## config.mk

```make
export PLATFORM = sky130hd
export DESIGN_NAME = signed_int_divider_saturating_core_flat
export DESIGN_NICKNAME = d
export VERILOG_FILES = /design/src/rtl/core/sdiv_pkg.sv /design/src/rtl/core/sdiv_req_if.sv /design/src/rtl/core/sdiv_rsp_if.sv /design/src/rtl/core/sdiv_ctrl.sv /design/src/rtl/core/sdiv_datapath.sv /design/src/rtl/core/signed_int_divider_saturating_core.sv /design/src/flat_wrapper.sv
export SDC_FILE = /design/constraint.sdc
export NUM_CORES = 1
export LEC_CHECK = 0
export BUFFER_PORTS_ARGS = -buffer_cell sky130_fd_sc_hd__clkbuf_2
export CAP_MARGIN = 20
export CORE_MARGIN = 1
export CORE_UTILIZATION = 45
export CTS_CLUSTER_DIAMETER = 40
export DETAILED_ROUTE_END_ITERATION = 8
export GPL_ROUTABILITY_DRIVEN = 0
export MAX_ROUTING_LAYER = met4
export SETUP_SLACK_MARGIN = 0.02
export SKIP_CTS_REPAIR_TIMING = 1
export SKIP_LAST_GASP = 1
export SLEW_MARGIN = 30
export SYNTH_ARGS = -nofsm -noshare
export SYNTH_HDL_FRONTEND = slang
export SYNTH_SLANG_ARGS = --single-unit
```

## constraint.sdc

```tcl
create_clock -name clk -period 4.3 [get_ports clk]
set_clock_uncertainty 0.1 [all_clocks]
set_input_delay 1.29 -clock clk [delete_from_list [all_inputs] [get_ports clk]]
set_output_delay 1.29 -clock clk [all_outputs]
set_load 0.03 [all_outputs]
```

## src/rtl/core/sdiv_pkg.sv

```systemverilog
`timescale 1ns / 1ps
// ----------------------------------------------------------------------------
// sdiv_pkg
// shared types for the saturating signed divider: sequencer states and the
// control bundle from the sequencer to the datapath
// ----------------------------------------------------------------------------
package sdiv_pkg;

  typedef enum logic [2:0] {
    ST_IDLE = 3'b001,
    ST_RUN  = 3'b010,
    ST_FIX  = 3'b100
  } sdiv_state_t;

  typedef struct packed {
    logic load;
    logic step;
    logic fix;
  } sdiv_ctrl_t;

endpackage

```

## src/rtl/core/sdiv_req_if.sv

```systemverilog
`timescale 1ns / 1ps
// ----------------------------------------------------------------------------
// sdiv_req_if
// request channel of the divider: dividend and divisor with valid/ready
// ----------------------------------------------------------------------------
interface sdiv_req_if #(
  parameter int DATA_WIDTH = 32
);
  logic                         valid;
  logic                         ready;
  logic signed [DATA_WIDTH-1:0] numerator;
  logic signed [DATA_WIDTH-1:0] denominator;

  modport source (output valid, output numerator, output denominator, input ready);
  modport sink   (input valid, input numerator, input denominator, output ready);
endinterface

```

## src/rtl/core/sdiv_rsp_if.sv

```systemverilog
`timescale 1ns / 1ps
// ----------------------------------------------------------------------------
// sdiv_rsp_if
// response channel of the divider: quotient with valid/ready
// ----------------------------------------------------------------------------
interface sdiv_rsp_if #(
  parameter int DATA_WIDTH = 32
);
  logic                         valid;
  logic                         ready;
  logic signed [DATA_WIDTH-1:0] quotient;

  modport source (output valid, output quotient, input ready);
  modport sink   (input valid, input quotient, output ready);
endinterface

```

## src/rtl/core/sdiv_ctrl.sv

```systemverilog
`timescale 1ns / 1ps
// ----------------------------------------------------------------------------
// sdiv_ctrl
// sequencer: takes a request, runs one shift-subtract step per cycle for
// every quotient bit, then a sign/saturation state that loads the output
// ----------------------------------------------------------------------------
module sdiv_ctrl
  import sdiv_pkg::*;
#(
  parameter int DATA_WIDTH = 32
) (
  input  logic       clk,
  input  logic       rst,
  input  logic       in_valid,
  input  logic       out_free,
  output logic       in_ready,
  output sdiv_ctrl_t ctrl
);

  localparam int CW = $clog2(DATA_WIDTH);

  sdiv_state_t   state, state_next;
  logic [CW-1:0] cnt, cnt_next;

  always_comb begin
    state_next = state;
    cnt_next   = cnt;
    in_ready   = (state == ST_IDLE);
    ctrl.load  = 1'b0;
    ctrl.step  = 1'b0;
    ctrl.fix   = 1'b0;
    unique case (state)
      ST_IDLE: begin
        if (in_valid) begin
          ctrl.load  = 1'b1;
          cnt_next   = CW'(DATA_WIDTH - 1);
          state_next = ST_RUN;
        end
      end
      ST_RUN: begin
        ctrl.step = 1'b1;
        if (cnt == '0) begin
          state_next = ST_FIX;
        end else begin
          cnt_next = cnt - CW'(1);
        end
      end
      ST_FIX: begin
        if (out_free) begin
          ctrl.fix   = 1'b1;
          state_next = ST_IDLE;
        end
      end
      default: begin
        state_next = ST_IDLE;
      end
    endcase
  end

  always_ff @(posedge clk) begin
    if (rst) begin
      state <= ST_IDLE;
      cnt   <= '0;
    end else begin
      state <= state_next;
      cnt   <= cnt_next;
    end
  end

endmodule

```

## src/rtl/core/sdiv_datapath.sv

```systemverilog
`timescale 1ns / 1ps
// ----------------------------------------------------------------------------
// sdiv_datapath
// magnitude registers and the shared compare-subtract unit of the restoring
// divider; the dividend register shifts out dividend bits and shifts in
// quotient bits, then the sign and saturation are applied to the result
// ----------------------------------------------------------------------------
module sdiv_datapath
  import sdiv_pkg::*;
#(
  parameter int DATA_WIDTH = 32
) (
  input  logic                  clk,
  input  sdiv_ctrl_t            ctrl,
  input  logic [DATA_WIDTH-1:0] numerator,
  input  logic [DATA_WIDTH-1:0] denominator,
  output logic [DATA_WIDTH-1:0] result
);

  localparam logic [DATA_WIDTH-1:0] PosMax = {1'b0, {(DATA_WIDTH-1){1'b1}}};
  localparam logic [DATA_WIDTH-1:0] One    = {{(DATA_WIDTH-1){1'b0}}, 1'b1};

  logic [DATA_WIDTH-1:0] dvd;
  logic [DATA_WIDTH-1:0] dvs;
  logic [DATA_WIDTH-1:0] rem;
  logic                  nneg;
  logic                  dneg;

  logic [DATA_WIDTH-1:0] rem_sh;
  logic [DATA_WIDTH:0]   diff;
  logic                  ge;
  logic [DATA_WIDTH-1:0] neg_q;

  // shared compare-subtract unit
  assign rem_sh = {rem[DATA_WIDTH-2:0], dvd[DATA_WIDTH-1]};
  assign diff   = {1'b0, rem_sh} - {1'b0, dvs};
  assign ge     = ~diff[DATA_WIDTH];

  always_ff @(posedge clk) begin
    if (ctrl.load) begin
      nneg <= numerator[DATA_WIDTH-1];
      dneg <= denominator[DATA_WIDTH-1];
      dvd  <= numerator[DATA_WIDTH-1] ? (~numerator) + One : numerator;
      dvs  <= denominator[DATA_WIDTH-1] ? (~denominator) + One : denominator;
      rem  <= '0;
    end else if (ctrl.step) begin
      rem <= ge ? diff[DATA_WIDTH-1:0] : rem_sh;
      dvd <= {dvd[DATA_WIDTH-2:0], ge};
    end
  end

  // sign and saturation
  assign neg_q = (~dvd) + One;

  always_comb begin
    if (dvs == '0) begin
      result = PosMax;
    end else if (nneg != dneg) begin
      result = neg_q;
    end else if (dvd[DATA_WIDTH-1]) begin
      result = PosMax;
    end else begin
      result = dvd;
    end
  end

endmodule

```

## src/rtl/core/signed_int_divider_saturating_core.sv

```systemverilog
`timescale 1ns / 1ps
// ----------------------------------------------------------------------------
// signed_int_divider_saturating_core
// signed divider, quotient truncated toward zero, saturating on a zero
// divisor and on most-negative over minus one
//
//   channel | dir | payload                  | handshake
//   --------+-----+--------------------------+------------
//   req     | in  | numerator, denominator   | valid/ready
//   rsp     | out | quotient                 | valid/ready
//
// the load happens at the accepting edge, then one quotient bit per cycle is
// worked out in the shared compare-subtract unit, then a sign/saturation
// state loads the quotient into the output register; the next request is
// taken only after that load, when the sequencer is back in idle
// req.ready is high only while the sequencer is idle
// the quotient sits in an output register; a stalled rsp holds the sequencer
// in its last cycle until the register frees
// rst is synchronous and clears the sequencer and the output valid
// ----------------------------------------------------------------------------
module signed_int_divider_saturating_core
  import sdiv_pkg::*;
#(
  parameter int DATA_WIDTH = 32
) (
  input  logic       clk,
  input  logic       rst,
  sdiv_req_if.sink   req,
  sdiv_rsp_if.source rsp
);

  sdiv_ctrl_t            ctrl;
  logic                  in_ready;
  logic                  out_free;
  logic                  out_valid;
  logic [DATA_WIDTH-1:0] out_data;
  logic [DATA_WIDTH-1:0] result;

  assign out_free = ~out_valid | rsp.ready;

  sdiv_ctrl #(
    .DATA_WIDTH(DATA_WIDTH)
  ) u_ctrl (
    .clk     (clk),
    .rst     (rst),
    .in_valid(req.valid),
    .out_free(out_free),
    .in_ready(in_ready),
    .ctrl    (ctrl)
  );

  sdiv_datapath #(
    .DATA_WIDTH(DATA_WIDTH)
  ) u_datapath (
    .clk        (clk),
    .ctrl       (ctrl),
    .numerator  (req.numerator),
    .denominator(req.denominator),
    .result     (result)
  );

  // output register
  always_ff @(posedge clk) begin
    if (rst) begin
      out_valid <= 1'b0;
    end else if (ctrl.fix) begin
      out_valid <= 1'b1;
    end else if (rsp.ready) begin
      out_valid <= 1'b0;
    end
  end

  always_ff @(posedge clk) begin
    if (ctrl.fix) begin
      out_data <= result;
    end
  end

  assign req.ready    = in_ready;
  assign rsp.valid    = out_valid;
  assign rsp.quotient = out_data;

endmodule

```

## src/flat_wrapper.sv

```systemverilog
// flat-port wrapper written by rule: the top's interface ports become plain ports
module signed_int_divider_saturating_core_flat import sdiv_pkg::*;
#(
  parameter int DATA_WIDTH = 32
)
  (clk, rst, req_valid, req_numerator, req_denominator, req_ready, rsp_valid, rsp_quotient, rsp_ready);
  sdiv_req_if #(.DATA_WIDTH(DATA_WIDTH)) req_i ();
  sdiv_rsp_if #(.DATA_WIDTH(DATA_WIDTH)) rsp_i ();
  input  logic clk;
  input  logic rst;
  input wire logic [$bits(req_i.valid)-1:0] req_valid;
  input wire logic [$bits(req_i.numerator)-1:0] req_numerator;
  input wire logic [$bits(req_i.denominator)-1:0] req_denominator;
  output wire logic [$bits(req_i.ready)-1:0] req_ready;
  output wire logic [$bits(rsp_i.valid)-1:0] rsp_valid;
  output wire logic [$bits(rsp_i.quotient)-1:0] rsp_quotient;
  input wire logic [$bits(rsp_i.ready)-1:0] rsp_ready;
  assign req_i.valid = req_valid;
  assign req_i.numerator = req_numerator;
  assign req_i.denominator = req_denominator;
  assign req_ready = req_i.ready;
  assign rsp_valid = rsp_i.valid;
  assign rsp_quotient = rsp_i.quotient;
  assign rsp_i.ready = rsp_ready;
  signed_int_divider_saturating_core #(.DATA_WIDTH(DATA_WIDTH)) u_core (.clk(clk), .rst(rst), .req(req_i), .rsp(rsp_i));
endmodule
```

==> impl_metrics.prom <==
# TYPE chip_impl_metric gauge
chip_impl_info{name="outcome",value="finished clean"} 1
chip_impl_metric{name="placed_cell_area",unit="mm^2"} 0.009698
chip_impl_metric{name="grt_util_all_layers",unit="%"} 21.79
chip_impl_metric{name="pwr_density_cell",unit="mW/mm^2"} 359.0
chip_impl_info{name="synth_flop_cell",value="edfxtp_1"} 1
chip_impl_metric{name="drive_above_1_share",unit="%"} 15.17
chip_impl_metric{name="final_core_util",unit="%"} 52.82
chip_impl_info{name="critPathSlowestCell",value="or2_1"} 1
chip_impl_info{name="highest_count_cells_in_the_layout_ignoring_fill_and_taps",value="149 x nand2_1, 103 x o21ai_0, 101 x clkbuf_2"} 1
chip_impl_metric{name="area.growth.synth_to_final",unit="%"} 15.41
chip_impl_metric{name="netlist_area",unit="mm^2"} 0.008907
chip_impl_metric{name="tightest_slew",unit="ns"} 0.9447
chip_impl_metric{name="tns",unit="ns"} 0
chip_impl_metric{name="cts.clk_slew.worst_paths",unit="ns"} 0.06
chip_impl_info{name="hold-path-endpoint",value="u_core.u_datapath.rem[30]$_SDFFE_PP0P_"} 1
chip_impl_metric{name="timing.final.crit_share",unit="%"} 78.96
chip_impl_metric{name="final-setup-viol-count",unit=""} 0
chip_impl_metric{name="total_count_of_hold_check_failures_in_the_final_report",unit=""} 0
chip_impl_metric{name="final_net_count",unit=""} 1182
chip_impl_metric{name="min_path_cells",unit=""} 2
chip_impl_metric{name="via_count",unit=""} 7277
chip_impl_metric{name="post_route_drc_violation_count",unit=""} 0
chip_impl_metric{name="grt_max_degree",unit=""} 64
chip_impl_metric{name="die_w",unit="um"} 142.7
chip_impl_metric{name="cp_num_buf_inv",unit=""} 0
chip_impl_metric{name="critPathMaxStageDelay",unit="ns"} 0.49
chip_impl_metric{name="critPathArrivalTime",unit="ns"} 3.60
chip_impl_metric{name="slew-limit-headroom",unit="%"} 36.88
chip_impl_metric{name="worst_case_reg_to_reg_path_depth",unit=""} 11
chip_impl_metric{name="fin_area",unit="mm^2"} 0.01028
chip_impl_info{name="start_kind",value="register"} 1
chip_impl_info{name="rr_endpoint",value="u_core.u_datapath.rem[29]$_SDFFE_PP0P_"} 1
chip_impl_metric{name="i_o_pins",unit=""} 102
chip_impl_info{name="hp-class",value="register to register"} 1
chip_impl_metric{name="yosys.area.top_type_share",unit="%"} 33.04
chip_impl_metric{name="fmax",unit="MHz"} 294.5
chip_impl_metric{name="seq_area_frac_synth",unit="%"} 42.03
chip_impl_info{name="worstPathCellList",value="ha_1, fa_1, nand2b_1, a21oi_1, o21ai_1, nand2_1, a41oi_4, o21ba_4, or2_1, nor3b_1, o21ai_0"} 1
chip_impl_metric{name="wl",unit="um"} 20280
chip_impl_metric{name="std_cell_rows",unit=""} 51
chip_impl_metric{name="floorplan.initialDensity",unit="%"} 45.77
chip_impl_info{name="synth_top_cell_by_area",value="edfxtp_1"} 1
chip_impl_metric{name="vdd.ir_drop.worst",unit="uV"} 277.8
chip_impl_metric{name="grt_first_pass_wirelength",unit="um"} 33470
chip_impl_info{name="cts_tree",value="yes"} 1
chip_impl_info{name="layout_commonest_cell",value="nand2_1"} 1
chip_impl_metric{name="cts_max_level",unit=""} 4
chip_impl_metric{name="core_area",unit="mm^2"} 0.01946
chip_impl_info{name="holdCritStartpoint",value="u_core.u_datapath.rem[30]$_SDFFE_PP0P_"} 1
chip_impl_metric{name="fin_hold_ws",unit="ns"} 0.3835
chip_impl_metric{name="synth-async-reset-ratio",unit="%"} 0
chip_impl_metric{name="syn_area_per_cell",unit="um^2"} 9.080
chip_impl_metric{name="cts-buffers-inserted",unit=""} 17
chip_impl_metric{name="timing.final.max_slew_violations",unit=""} 0
chip_impl_metric{name="portBuffers",unit=""} 101
chip_impl_metric{name="synth_seq_cells",unit=""} 138
chip_impl_metric{name="routed_via_density",unit=""} 5.378
chip_impl_metric{name="clk_path_buf_depth",unit=""} 2
chip_impl_metric{name="grt-ovfl-total",unit=""} 0
chip_impl_metric{name="detail_route.wl_per_cell",unit="um"} 14.99
chip_impl_info{name="crit-reg2reg-launch",value="u_core.u_datapath.dvs[0]$_DFFE_PP_"} 1
chip_impl_metric{name="die_h",unit="um"} 142.7
chip_impl_metric{name="dpl.hpwl",unit="um"} 15350
chip_impl_metric{name="synthDistinctLibCells",unit=""} 70
chip_impl_info{name="cts_root_buf",value="clkbuf_16"} 1
chip_impl_metric{name="place_ws",unit="ns"} 0.5543
chip_impl_metric{name="ant_nets",unit=""} 0
chip_impl_metric{name="leakage",unit="nW"} 4.067
chip_impl_metric{name="synthesis.nets",unit=""} 1087
chip_impl_info{name="critPathCaptureType",value="register"} 1
chip_impl_info{name="post_synth_main_area_contributors",value="edfxtp_1 33%, dfxtp_1 9.0%, nand2_1 6.3%"} 1
chip_impl_metric{name="dieArea",unit="mm^2"} 0.02036
chip_impl_metric{name="critPathMaxFanout",unit=""} 17
chip_impl_metric{name="clock_latency",unit="ns"} 0.42
chip_impl_metric{name="grt_antenna_before_repair",unit=""} 0
chip_impl_metric{name="post_synth_inst_count",unit=""} 981
chip_impl_metric{name="yosysWarnings",unit=""} 0
chip_impl_metric{name="critPathRequiredTime",unit="ns"} 4.50
chip_impl_metric{name="detailedRoute.firstPassIterationCount",unit=""} 5
chip_impl_metric{name="ff2ff_setup_slack",unit="ns"} 0.90
chip_impl_info{name="family_with_the_most_delay_on_the_worst_path",value="simple AND/OR/NAND/NOR gates"} 1
chip_impl_metric{name="first_iter_violations",unit=""} 471
chip_impl_metric{name="max_cap_viol_count",unit=""} 0
chip_impl_metric{name="clock_sink_count",unit=""} 138
chip_impl_info{name="critical_path_type",value="register to register"} 1
chip_impl_metric{name="via_count_of_the_first_global_routing_pass",unit=""} 6838
chip_impl_metric{name="synth_enable_flop_cells",unit=""} 98
chip_impl_metric{name="antennaDiodeCount",unit=""} 0
chip_impl_metric{name="final_setup_slack_of_the_worst_path",unit="ns"} 0.9046
chip_impl_metric{name="post_layout_min_period",unit="ns"} 3.395
chip_impl_info{name="setup_repair_after_global_routing_missed_its_margin",value="no"} 1
state kept, by name, indices dropped and copies added (netlist names):
signal / cells
u_core.rsp.quotient: 32
u_core.u_datapath.dvd: 32
u_core.u_datapath.dvs: 32
u_core.u_datapath.rem: 31
u_core.u_ctrl.cnt: 5
u_core.u_ctrl.state: 3
u_core.rsp.valid: 1
u_core.u_datapath.dneg: 1
u_core.u_datapath.nneg: 1
Yosys cell counts (3+ instances only):
cell type and count:
o21a_1 4, o21ai_0 103, o211ai_1 3, nor4_1 17, clkbuf_1 28, nor3b_1 3
xnor2_1 53, a31oi_1 8, a221oi_1 4, nand2_1 150, nor2b_1 5, nand2b_1 9
nand3_1 17, o21bai_1 6, a32oi_1 6, nor3_1 18, inv_1 53, a21oi_1 68
o31ai_1 20, or3_1 12, or4_1 9, nor2_1 47, nand4_1 11, and3_1 5
or2_2 4, edfxtp_1 98, a21o_1 10, dfxtp_1 40, o22ai_1 4, buf_2 4
ha_1 37, o21ai_1 4, xor2_1 54, o41ai_1 7, mux2i_1 17
metrics by stage:
| step | instances | power (mW) |
|---|---|---|
| after floorplan | 981 | 2.074 |
| after global placement | 1322 | 2.262 |
| after detailed placement | 1322 | 2.268 |
| after CTS | 1353 | 3.719 |
| after global routing | 1353 | 3.869 |
| final | 1353 | 3.691 |
power by group:
group          internal (mW)  switching, mW
combinational          0.245          0.366
sequential              1.55         0.0815
clock                  0.903          0.547
total                   2.70          0.995
cells by family (layout without fill, tap and decap cells):
kind of cell	Yosys count	count (layout)	share of synthesized area, %
buf+inv	90	197	3.989
fa+ha+maj	38	38	5.422
simple gates	327	327	17.87
flops	138	138	42.03
mux	17	17	1.910
xor+xnor	107	107	10.52
compound gates	264	264	18.26
area by class of cell:
cell class                 count  area [um^2]
clock inverter                13        152.6
clock buffer                  18        429.2
tap                          265        331.6
timing repair buffer         112        588.1
fill                        1821         9183
inverter                      54        202.7
sequential                   138         3744
multi-input combinational    753         4832
worst min-delay path, delay by kind of cell, from the launching register on:
family	cells	cell delay, ns
AO/OA/AOI/OAI	2	0.12
flip-flops	1	0.33
metal layers:
metal | vias up | part of all wire [%] | GRT usage [%]
met3 | 26 | 3.8 | 3.052
li1 | 3742 | - | -
met2 | 173 | 49 | 37.25
met4 | 0 | 1.6 | 7.187
met5 | - | 0 | -
met1 | 3336 | 46 | 26.43
how the worst max path moves through the flow:
stage                                              to  cells past startpoint                               start
2_1_floorplan      u_core.u_datapath.dvd[0]$_DFFE_PP_                      5                           req_valid
3_3_place_gp      u_core.u_datapath.dvd[25]$_DFFE_PP_                      8                   req_numerator[16]
3_5_place_dp      u_core.u_datapath.dvd[25]$_DFFE_PP_                      8                   req_numerator[16]
4_1_cts        u_core.u_datapath.rem[29]$_SDFFE_PP0P_                     11  u_core.u_datapath.dvs[0]$_DFFE_PP_
5_1_grt        u_core.u_datapath.rem[25]$_SDFFE_PP0P_                     11  u_core.u_datapath.dvs[0]$_DFFE_PP_
6_report       u_core.u_datapath.rem[29]$_SDFFE_PP0P_                     11  u_core.u_datapath.dvs[0]$_DFFE_PP_
No activity file was read; power rests on OpenSTA's default activity.
